--- src/rtl/uart_line_receiver_double_buffer_macros.svh ---
// Assertion macros shared by the line receiver RTL.
// Needs a clock named clk and an active-high reset named rst in the using module.
`ifndef UART_LINE_RECEIVER_DOUBLE_BUFFER_MACROS_SVH
`define UART_LINE_RECEIVER_DOUBLE_BUFFER_MACROS_SVH
`ifndef NO_ASSERTIONS
// same-cycle implication
`define LRDB_ASSERT_IMPL(label, ante, cons) \
  label: assert property (@(posedge clk) disable iff (rst) (ante) |-> (cons)) \
    else $error("line receiver assertion failed");
// next-cycle implication
`define LRDB_ASSERT_NEXT(label, ante, cons) \
  label: assert property (@(posedge clk) disable iff (rst) (ante) |=> (cons)) \
    else $error("line receiver assertion failed");
`else
`define LRDB_ASSERT_IMPL(label, ante, cons)
`define LRDB_ASSERT_NEXT(label, ante, cons)
`endif
`endif

--- src/rtl/lrdb_pkg.sv ---
// Shared types, constants and helpers of the double-buffered line receiver.
// No dependencies; used by every module in rtl/.
package lrdb_pkg;

  localparam int LINE_BYTES = 64;
  localparam int DEPTH      = 2 * LINE_BYTES;
  localparam int ADDR_W     = $clog2(DEPTH);
  localparam int FILL_W     = $clog2(LINE_BYTES + 1);
  localparam int IDX_W      = 6;
  localparam int LEN_W      = 7;
  localparam int CMP_W      = FILL_W + IDX_W;
  localparam int APB_ADDR_W = 3;
  localparam int APB_DATA_W = 32;

  localparam logic [7:0] NEWLINE = 8'h0A;

  localparam logic [1:0] FUNC_BYTE = 2'd0;
  localparam logic [1:0] FUNC_TAKE = 2'd1;
  localparam logic [1:0] FUNC_READ = 2'd2;

  // register index, taken from paddr[2]
  localparam logic REG_TIMEOUT_EN = 1'b0;
  localparam logic REG_GAP_LIMIT  = 1'b1;

  typedef struct packed {
    logic [1:0]       func;
    logic [7:0]       rx_byte;
    logic [31:0]      now_ms;
    logic [IDX_W-1:0] read_index;
  } item_t;

  typedef struct packed {
    logic             line_ready;
    logic [LEN_W-1:0] line_length;
    logic             line_bank;
    logic             overflow;
    logic [7:0]       read_data;
  } result_t;

  typedef struct packed {
    logic        timeout_enable;
    logic [15:0] gap_limit;
  } cfg_t;

  typedef struct packed {
    logic              we;
    logic [ADDR_W-1:0] waddr;
    logic [7:0]        wdata;
    logic              re;
    logic [ADDR_W-1:0] raddr;
  } mem_req_t;

  typedef struct packed {
    logic             line_ready;
    logic [LEN_W-1:0] line_length;
    logic             line_bank;
    logic             overflow;
    logic             rd_hit;
  } status_t;

  function automatic logic [LEN_W-1:0] len_field(input logic [FILL_W-1:0] f);
    logic [FILL_W+LEN_W-1:0] w;
    w = (FILL_W + LEN_W)'(f);
    return w[LEN_W-1:0];
  endfunction

  function automatic logic [ADDR_W-1:0] mem_addr(input logic bank,
                                                 input logic [CMP_W-1:0] pos);
    logic [CMP_W:0] a;
    a = (CMP_W + 1)'(pos) + (bank ? (CMP_W + 1)'(LINE_BYTES) : '0);
    return a[ADDR_W-1:0];
  endfunction

endpackage

--- src/rtl/uart_line_receiver_double_buffer.sv ---
// Double-buffered line receiver: receive, take and read items over valid/stall channels.
// Uses lrdb_pkg, lrdb_regs, lrdb_ctrl and lrdb_store.
//
// The block collects received bytes into two ping-pong line banks kept in one 128x8
// synchronous RAM. A newline completes the line and flips banks; a full bank or a missed
// inter-byte deadline (against now_ms, set through the APB registers) raises overflow.
// Every item gives exactly one result. One item is accepted per clock while input is
// not stalled. The item's transfer edge also issues the RAM read and loads the read
// stage; the output register is loaded from the read stage once it is free, which
// raises result_valid. The RAM is written and read at most once per cycle, and since a
// read of an entry always comes at a later edge than the write to it, it always sees
// the new byte. The line store has no reset or clearing pass; the block takes items
// right after reset. Input is stalled only when both the RAM stage and the output
// register hold results that the consumer has not yet taken.
`include "uart_line_receiver_double_buffer_macros.svh"
module uart_line_receiver_double_buffer (
  input  logic                            clk,
  input  logic                            rst,
  // item channel
  input  logic                            item_valid,
  output logic                            item_stall,
  input  lrdb_pkg::item_t                 item,
  // result channel
  output logic                            result_valid,
  input  logic                            result_stall,
  output lrdb_pkg::result_t               result,
  // configuration
  input  logic                            psel,
  input  logic                            penable,
  input  logic                            pwrite,
  input  logic [lrdb_pkg::APB_ADDR_W-1:0] paddr,
  input  logic [lrdb_pkg::APB_DATA_W-1:0] pwdata,
  output logic [lrdb_pkg::APB_DATA_W-1:0] prdata,
  output logic                            pready
);

  lrdb_pkg::cfg_t     cfg;
  lrdb_pkg::mem_req_t mem_req;
  lrdb_pkg::status_t  status;
  lrdb_pkg::status_t  s1_status;
  logic               s1_valid;
  logic [7:0]         rdata;
  logic               accept, out_move, s1_move;

  // Output register frees when empty or when its transfer completes.
  assign out_move   = !result_valid || !result_stall;
  assign s1_move    = s1_valid && out_move;
  assign item_stall = s1_valid && !out_move;
  assign accept     = item_valid && !item_stall;

  lrdb_regs u_regs (
    .clk     (clk),
    .rst     (rst),
    .psel    (psel),
    .penable (penable),
    .pwrite  (pwrite),
    .paddr   (paddr),
    .pwdata  (pwdata),
    .prdata  (prdata),
    .pready  (pready),
    .cfg     (cfg)
  );

  lrdb_ctrl u_ctrl (
    .clk     (clk),
    .rst     (rst),
    .accept  (accept),
    .item    (item),
    .cfg     (cfg),
    .mem_req (mem_req),
    .status  (status)
  );

  // Read data only changes on an accepted read, so it holds while stage 1 waits.
  lrdb_store u_store (
    .clk   (clk),
    .req   (mem_req),
    .rdata (rdata)
  );

  // Stage 1: wait out the RAM read latency.
  always_ff @(posedge clk) begin
    if (rst) begin
      s1_valid <= 1'b0;
    end else if (accept) begin
      s1_valid <= 1'b1;
    end else if (s1_move) begin
      s1_valid <= 1'b0;
    end
  end

  always_ff @(posedge clk) begin
    if (accept) begin
      s1_status <= status;
    end
  end

  // Output register: hold under stall, advance from stage 1 otherwise.
  always_ff @(posedge clk) begin
    if (rst) begin
      result_valid <= 1'b0;
    end else if (out_move) begin
      result_valid <= s1_valid;
    end
  end

  always_ff @(posedge clk) begin
    if (s1_move) begin
      result.line_ready  <= s1_status.line_ready;
      result.line_length <= s1_status.line_length;
      result.line_bank   <= s1_status.line_bank;
      result.overflow    <= s1_status.overflow;
      result.read_data   <= s1_status.rd_hit ? rdata : 8'd0;
    end
  end

  `LRDB_ASSERT_NEXT(a_s1_hold, s1_valid && !out_move, s1_valid && $stable(s1_status))
  `LRDB_ASSERT_NEXT(a_rdata_hold, s1_valid && !out_move && s1_status.rd_hit, $stable(rdata))
  `LRDB_ASSERT_NEXT(a_out_fed, !result_valid && !s1_valid, !result_valid)

endmodule

--- src/rtl/lrdb_store.sv ---
// Line store: both ping-pong banks in one synchronous RAM, one write and one read port.
// Uses lrdb_pkg for depth and request type.
module lrdb_store (
  input  logic              clk,
  input  lrdb_pkg::mem_req_t req,
  output logic [7:0]        rdata
);

  logic [7:0] mem [lrdb_pkg::DEPTH];

  always_ff @(posedge clk) begin
    if (req.we) begin
      mem[req.waddr] <= req.wdata;
    end
    if (req.re) begin
      rdata <= mem[req.raddr];
    end
  end

endmodule

--- src/rtl/lrdb_regs.sv ---
// APB configuration registers: timeout enable and timeout length.
// Uses lrdb_pkg for register codes and the config struct.
module lrdb_regs (
  input  logic                            clk,
  input  logic                            rst,
  input  logic                            psel,
  input  logic                            penable,
  input  logic                            pwrite,
  input  logic [lrdb_pkg::APB_ADDR_W-1:0] paddr,
  input  logic [lrdb_pkg::APB_DATA_W-1:0] pwdata,
  output logic [lrdb_pkg::APB_DATA_W-1:0] prdata,
  output logic                            pready,
  output lrdb_pkg::cfg_t                  cfg
);

  logic reg_sel;
  logic wr;

  assign pready  = 1'b1;
  assign reg_sel = paddr[lrdb_pkg::APB_ADDR_W-1];
  assign wr      = psel && penable && pwrite;

  always_ff @(posedge clk) begin
    if (rst) begin
      cfg.timeout_enable <= 1'b1;
      cfg.gap_limit      <= 16'd100;
    end else if (wr) begin
      case (reg_sel)
        lrdb_pkg::REG_TIMEOUT_EN: cfg.timeout_enable <= pwdata[0];
        lrdb_pkg::REG_GAP_LIMIT:  cfg.gap_limit      <= pwdata[15:0];
        default: ;
      endcase
    end
  end

  always_comb begin
    case (reg_sel)
      lrdb_pkg::REG_TIMEOUT_EN: prdata = {31'd0, cfg.timeout_enable};
      lrdb_pkg::REG_GAP_LIMIT:  prdata = {16'd0, cfg.gap_limit};
      default:                  prdata = '0;
    endcase
  end

endmodule

--- src/rtl/lrdb_ctrl.sv ---
// Line control: fill counts, bank flip, ready/overflow flags and the inter-byte deadline.
// Uses lrdb_pkg; issues write and read requests to lrdb_store.
`include "uart_line_receiver_double_buffer_macros.svh"
module lrdb_ctrl (
  input  logic                clk,
  input  logic                rst,
  input  logic                accept,
  input  lrdb_pkg::item_t     item,
  input  lrdb_pkg::cfg_t      cfg,
  output lrdb_pkg::mem_req_t  mem_req,
  output lrdb_pkg::status_t   status
);

  logic [lrdb_pkg::FILL_W-1:0] fill [2];
  logic [lrdb_pkg::FILL_W-1:0] fill_next [2];
  logic                        active, active_next;
  logic                        ready, ready_next;
  logic [lrdb_pkg::FILL_W-1:0] rlen, rlen_next;
  logic                        rbank, rbank_next;
  logic                        ovf, ovf_next;
  logic [31:0]                 deadline, deadline_next;

  logic [31:0]                 lag, arm, dl_byte;
  logic                        late, fits, is_nl, in_range, take_ovf;
  logic [lrdb_pkg::FILL_W-1:0] fill_base;
  logic [lrdb_pkg::CMP_W-1:0]  idx_c;

  assign lag     = item.now_ms - deadline;
  assign late    = cfg.timeout_enable && (deadline != '0) && !lag[31];
  assign arm     = item.now_ms + 32'(cfg.gap_limit);
  assign dl_byte = !cfg.timeout_enable ? '0 : ((arm == '0) ? 32'd1 : arm);

  assign fill_base = late ? '0 : fill[active];
  assign fits      = fill_base < lrdb_pkg::FILL_W'(lrdb_pkg::LINE_BYTES);
  assign is_nl     = item.rx_byte == lrdb_pkg::NEWLINE;

  assign idx_c    = lrdb_pkg::CMP_W'(item.read_index);
  assign in_range = (idx_c < lrdb_pkg::CMP_W'(rlen)) &&
                    (idx_c < lrdb_pkg::CMP_W'(lrdb_pkg::LINE_BYTES));

  always_comb begin
    fill_next     = fill;
    active_next   = active;
    ready_next    = ready;
    rlen_next     = rlen;
    rbank_next    = rbank;
    ovf_next      = ovf;
    deadline_next = deadline;
    take_ovf      = 1'b0;
    if (accept) begin
      case (item.func)
        lrdb_pkg::FUNC_BYTE: begin
          deadline_next = dl_byte;
          ovf_next      = ovf || late;
          if (fits) begin
            fill_next[active] = fill_base + 1'b1;
            if (is_nl) begin
              ready_next         = 1'b1;
              rlen_next          = fill_base + 1'b1;
              rbank_next         = active;
              active_next        = ~active;
              fill_next[~active] = '0;
              deadline_next      = '0;
            end
          end else begin
            // full buffer: drop the byte and restart the line
            ovf_next          = 1'b1;
            fill_next[active] = '0;
            deadline_next     = '0;
          end
        end
        lrdb_pkg::FUNC_TAKE: begin
          take_ovf   = ovf;
          ovf_next   = 1'b0;
          ready_next = 1'b0;
        end
        default: ;
      endcase
    end
  end

  always_ff @(posedge clk) begin
    if (rst) begin
      fill[0]  <= '0;
      fill[1]  <= '0;
      active   <= 1'b0;
      ready    <= 1'b0;
      rlen     <= '0;
      rbank    <= 1'b0;
      ovf      <= 1'b0;
      deadline <= '0;
    end else begin
      fill     <= fill_next;
      active   <= active_next;
      ready    <= ready_next;
      rlen     <= rlen_next;
      rbank    <= rbank_next;
      ovf      <= ovf_next;
      deadline <= deadline_next;
    end
  end

  always_comb begin
    mem_req.we    = accept && (item.func == lrdb_pkg::FUNC_BYTE) && fits;
    mem_req.waddr = lrdb_pkg::mem_addr(active, lrdb_pkg::CMP_W'(fill_base));
    mem_req.wdata = item.rx_byte;
    mem_req.re    = accept && (item.func == lrdb_pkg::FUNC_READ) && in_range;
    mem_req.raddr = lrdb_pkg::mem_addr(rbank, idx_c);
  end

  always_comb begin
    status.line_ready  = ready_next;
    status.line_length = take_ovf ? '0 : lrdb_pkg::len_field(rlen_next);
    status.line_bank   = rbank_next;
    status.overflow    = ovf_next;
    status.rd_hit      = (item.func == lrdb_pkg::FUNC_READ) && in_range;
  end

  `LRDB_ASSERT_IMPL(a_fill_bound, 1'b1,
    (fill[0] <= lrdb_pkg::FILL_W'(lrdb_pkg::LINE_BYTES)) &&
    (fill[1] <= lrdb_pkg::FILL_W'(lrdb_pkg::LINE_BYTES)))
  `LRDB_ASSERT_IMPL(a_port_exclusive, mem_req.we, !mem_req.re)
  `LRDB_ASSERT_NEXT(a_newline_flips, mem_req.we && is_nl, (active != $past(active)) && ready)

endmodule
--- config.mk ---
export PLATFORM = sky130hd
export DESIGN_NAME = uart_line_receiver_double_buffer
export DESIGN_NICKNAME = d
export VERILOG_FILES = /design/src/rtl/lrdb_pkg.sv /design/src/rtl/uart_line_receiver_double_buffer.sv /design/src/rtl/lrdb_store.sv /design/src/rtl/lrdb_regs.sv /design/src/rtl/lrdb_ctrl.sv
export VERILOG_INCLUDE_DIRS = /design/src /design/src/rtl
export SDC_FILE = /design/constraint.sdc
export NUM_CORES = 1
export LEC_CHECK = 0
export BUFFER_PORTS_ARGS = -buffer_cell sky130_fd_sc_hd__buf_2
export CAP_MARGIN = 0
export CORE_MARGIN = 4
export CORE_UTILIZATION = 25
export DETAILED_ROUTE_END_ITERATION = 6
export SLEW_MARGIN = 20
export SYNTH_ARGS = -nofsm -noshare
export SYNTH_HDL_FRONTEND = slang
export SYNTH_HIERARCHICAL = 1
export SYNTH_SLANG_ARGS = --single-unit
export TNS_END_PERCENT = 50
--- constraint.sdc ---
create_clock -name clk -period 6.74 [get_ports clk]
set_input_delay 0.674 -clock clk [delete_from_list [all_inputs] [get_ports clk]]
set_output_delay 0.674 -clock clk [all_outputs]
set_load 0.01 [all_outputs]
== Word level (Yosys, flattened, before mapping) ==
Memory sizes are Yosys's and may differ from the RTL's. A register that Yosys moved wholly into a read port is not among the register bits.
Cells that the tools add are included.

* Word-level logic and storage cells: 115
* Memories: 1
* Output and inout port bits: 53
* Memory bits (writable): 1024
* Input bits: 90
* Flip-flop bits (word level): 105

{| class="wikitable"
|+ Memory list
! memory !! words !! width !! read ports !! clocked after memory_dff !! wr ports !! line !! text
|-
| u_store.mem || 128 || 8 || 1 || 1 || 1 || lrdb_store.sv:9 || <nowiki>logic [7:0] mem [lrdb_pkg::DEPTH];</nowiki>
|}

* Equal/unequal tests: 3
* Order comparisons: 7
* Mux-type cells: 39
* Add/subtract/negate cells: 5
* Reductions and logical operators: 30
* Bitwise gates (word level): 8

{| class="wikitable"
|+ Operator list
! kind !! count
|-
| 32-bit two-way mux || 4
|-
| 7-bit two-way mux || 12
|-
| 32-bit case mux with 2 select lines || 1
|-
| 32-bit by 16-bit adder with 32-bit output || 1
|-
| 32-bit zero test || 1
|-
| 32-bit nonzero test || 1
|-
| 32-bit subtractor || 1
|-
| 14-bit bitwise AND || 2
|-
| 14-bit two-way mux || 2
|-
| 14-bit inverter || 2
|-
| 1-bit logical AND || 15
|-
| 1-bit two-way mux || 15
|-
| 14-bit bitwise mux || 1
|-
| 7-bit demux with 1-bit select || 2
|-
| 8-bit by 4-bit == test with 1-bit output, second input constant || 1
|-
| 6-bit by 7-bit adder with 7-bit output || 1
|-
| 7-bit by 1-bit adder with 7-bit output, second input constant || 1
|-
| 7-bit adder || 1
|-
| 6-bit by 7-bit less-than comparator with 1-bit output || 1
|-
| 6-bit by 7-bit less-than comparator with 1-bit output, second input constant || 1
|-
| 7-bit less-than comparator, second input constant || 1
|-
| 2-bit AND reduction || 3
|-
| 1-bit zero test || 5
|-
| 2-bit >= comparator, second input constant || 2
|-
| other kinds (10) || 15
|}

== Logic depth before layout (Yosys ltp) ==
* Word-level depth: 10
* Mapped depth: 15
* Mapped depth without buffers: 15

== Cells and area by module ==
Netlist, hierarchy kept.

{| class="wikitable"
|+ By module, submodules not included
! module !! seq. area each (µm²) !! instances !! cells an instance !! area each (µm²)
|-
| lrdb_store || 30989.7 || 1 || 1635 || 39745.6
|-
| lrdb_ctrl || 1141.1 || 1 || 641 || 4868.4
|-
| lrdb_regs || 340.3 || 1 || 111 || 1013.5
|-
| uart_line_receiver_double_buffer || 910.9 || 1 || 47 || 1007.2
|}

== Worst setup path before layout ==
OpenSTA, ideal clock, no wires.

* Path type: input-to-reg
* From: in item[18] in the netlist's numbering
* To: mem u_store.mem[78][0], enable pin
* Data required time: 6.357 ns
* Path buffers: 1
* Setup slack: 2.368 ns
* Library setup time: 0.383 ns
* Arrival time: 3.989 ns
* Cell stages on the path: 13
* Cells stage by stage: ha_1 > a21o_1 > a21o_1 > a21oi_1 > o31ai_1 > o21a_1 > o21a_1 > or3_1 > clkbuf_1 > a31oi_1 > nor2b_1 > nand3_1 > nor3_1

{| class="wikitable"
|+ RTL lines
! item !! line !! text
|-
| start, declared || uart_line_receiver_double_buffer.sv:22 || <nowiki>input lrdb_pkg::item_t item,</nowiki>
|-
| end, declared || lrdb_store.sv:9 ||
|}

==> impl_metrics.ini <==
[critical_path]
worstPathMaxFanout = 11
reg2reg_from = u_ctrl/deadline[6]$_SDFFE_PP0P_
arrival_ns = 5.72
critPathTopFamily = simple AND/OR/NAND/NOR gates
r2r_end = u_store/mem[38][5]$_DFFE_PP_
cpMaxStageDelayCell = nand3_1
crit_required_ns = 7.04
crit_type = reg -> reg
cp_num_buf_inv = 3
path_cells = inv_1 > ha_1 > nand2_1 > o21ai_0 > a21oi_1 > o31ai_1 > o21a_1 > o21a_1 > nor3_1 > buf_4 > nor2_1 > nand3_1 > buf_4 > nor2_1
reg2regPathDepth = 14
start_kind = register
endpoint_kind = register
reg2reg_slack_ns = 1.32
cpPeakStageDelay_ns = 0.89

[cts]
cts-root-buf = clkbuf_16
cts_buffer_depth = 3
post_cts_buffers = 0
cts_resized = 0
cts-htree-levels = 3
cts_tree = yes
clkTransAtPathRegs_ns = 0.06
clk_latency_ns = 0.68
holdBufCountCts = 0
clock_sinks = 1137
cts_buffers = 115

[route]
wl_per_cell_um = 21.1
viasPerCell = 4.54
vias = 23400
postRouteAntennaNets = 0
drc = 1
drt_pre_antenna_iters = 7
wl_um = 109000
drt_iter0_drc = 2142

[die]
die-area_um2 = 194000
die_w_um = 440
rows = 158
start_util = 0.251
die_h_um = 440
ios = 143
core-area_um2 = 185000

[placement]
gp_congestion = 0.823
dp_hpwl_um = 68800
port_buffers = 107

[pwr]
vdd_ir_drop_max_uv = 210
power_density_nw_per_um2 = 278
power.leakage_nw = 16.7

[timing]
finalClockSkew_ns = 0.0242
final.setup.tns_ns = 0
grt_setup_unrepaired = false
slew_viol_final = 0
finalCriticalPeriod_ns = 5.42
timing.final.crit_share = 0.804
max_freq_mhz = 185
whs_ns = 0.253
worst_pin_slew_ns = 1.11
setup_viol_count_final = 0
relSlewSlack = 0.256
hold_viol = 0

[synth]
yosysTopAreaCell = edfxtp_1
synthesis.area_um2 = 46600
ys.flop_type = edfxtp_1
synthTopCellsByArea = edfxtp_1 68%, mux4_2 16%, dfxtp_1 3.3%
synth_async_sr_flop_share = 0
synth_top_area_frac = 0.683
avgSynthCellArea_um2 = 19.2
synthDistinctLibCells = 73
syn_inst = 2434
ys_seq_area_frac = 0.716
ys_ff_latch = 1137
yosys_warnings = 6
synth_edf_count = 1061

[min_path]
min_from = item_valid
hold_depth = 3
holdCritPathClass = in -> reg
hold_end = s1_valid$_SDFFE_PP0P_

[global_routing]
grt_pass1_wl_um = 160000
grt_usage = 0.110
grt_pass1_vias = 23700
antenna_found_initial = 7
grt-ovfl-total = 0
grt_max_degree = 112

[layout]
final_nets = 2719
fillers = 18300
syn_to_final_growth_pct = 15.4
drive_gt1_frac = 0.265

[run]
maxCapViolCount = 0

[outcome]
violations = design-rule violations
status = finished, violations left
per-layer routing:
metal	routed length [um]	track usage	part of all wire	vias up
li1	-	-	-	10100
met1	45500	0.149	0.42	12400
met2	54000	0.185	0.50	801
met3	7520	0.0176	0.069	126
met4	1870	0.0267	0.017	0
met5	0	0	0	-
sequential cells by signal, indices dropped and copies added (netlist names), 7 cells and up:
signal / cells
u_ctrl/deadline: 32
u_store/mem: 1024
u_ctrl/rlen: 7
s1_status: 11
u_ctrl/fill: 14
result: 18
u_store/rdata: 8
u_regs/cfg: 17
logic make-up (layout without fill, tap and decap cells):
family,count (synthesis),in the layout,synth area share
DFF,1137,1137,0.716
and+or+nand+nor,459,459,0.0470
muxes,372,372,0.170
buffers and inverters,202,426,0.0216
AOI/OAI and AO/OA,173,173,0.0239
adders and majority gates,53,53,0.0144
xor gates and xnor gates,36,36,0.00676
other,2,19,0.000161
synth_stat cells, drive strengths merged (5+ instances only):
cell,n
a22oi,8
and2,30
mux2,14
nand4,17
nand2,71
ha,52
nand3,34
nand2b,34
nor4,10
nor3,26
nor3b,5
inv,48
and3,8
or3,5
nor2,193
a22o,10
a31oi,10
mux2i,22
xnor2,16
a21o,13
buf,85
xor2,20
nor2b,13
o21ai,39
a21oi,45
mux4,336
o22ai,16
clkbuf,68
dfxtp,76
edfxtp,1061
per-stage QoR:
stage | util | cell area [um2] | worst slack [ns] | total power [mW] | std cells
detailed placement | 0.270 | 50000 | 1.06 | 8.77 | 4939
floorplan | - | 46700 | 2.37 | 8.46 | 2449
finish | 0.290 | 53800 | 1.32 | 15.0 | 5155
global route | 0.290 | 53800 | 1.09 | 15.5 | 5154
CTS | 0.290 | 53800 | 1.44 | 15.1 | 5153
global placement | 0.270 | 50000 | 1.07 | 8.76 | 4939
cell usage in the layout, fill, tap and decap left out, types with 5 or more instances in the layout:
master and instances:
a21o_1 12, a21oi_1 43, a22o_1 10, a22oi_1 7, a31oi_1 10, and2_1 24
and2_2 5, and3_1 7, buf_12 5, buf_2 95, buf_4 60, bufinv_16 13
clkbuf_1 22, clkbuf_16 117, clkinv_1 22, clkinv_2 27, clkinvlp_4 5, conb_1 17
dfxtp_1 76, edfxtp_1 1061, ha_1 52, inv_1 48, mux2_2 14, mux2i_1 22
mux4_2 336, nand2_1 71, nand2b_1 34, nand3_1 33, nand4_1 17, nor2_1 193
nor2b_1 13, nor3_1 25, nor3b_1 5, nor4_1 10, o21ai_0 37, o22ai_1 16
xnor2_1 16, xor2_1 20
where the power goes:
group,switching [mW],internal [mW],leakage [nW]
Sequential,0.0172,7.74,10.2
Clock,2.65,3.71,1.85
Combinational,0.512,0.337,4.71
worst reg2reg max path: cells and delay by family, from the launching register on:
family / cells / cell delay, ns
simple gates: 5 / 2.56
compound gates: 5 / 1.10
buf+inv: 3 / 0.74
flops: 1 / 0.35
fa+ha+maj: 1 / 0.30
worst max-delay path by stage:
stage / end / from / slack, ns / cells past startpoint
finish: u_store/mem[38][5]$_DFFE_PP_ / u_ctrl/deadline[6]$_SDFFE_PP0P_ / 1.32 / 14
global route: u_store/mem[38][2]$_DFFE_PP_ / u_ctrl/deadline[6]$_SDFFE_PP0P_ / 1.09 / 14
CTS: u_store/mem[38][2]$_DFFE_PP_ / u_ctrl/deadline[6]$_SDFFE_PP0P_ / 1.44 / 14
detailed placement: u_store/mem[38][0]$_DFFE_PP_ / item[7] / 1.06 / 14
global placement: u_store/mem[38][0]$_DFFE_PP_ / item[7] / 1.07 / 14
floorplan: u_store/mem[78][0]$_DFFE_PP_ / item[18] / 2.37 / 13
final cells by class:
class | count | area, um2 | share of cell area
well taps | 2480 | 3100 | 0.0576
repair buffers | 163 | 1070 | 0.0198
clock inverters | 71 | 714 | 0.0133
inverters | 49 | 184 | 0.00342
multi-input cells | 1110 | 12300 | 0.229
clock buffers | 143 | 3070 | 0.0569
diodes | 2 | 5.00 | 0.0000930
flip-flops and latches | 1137 | 33400 | 0.620
Note: power is estimated with default switching activity, not from simulation.
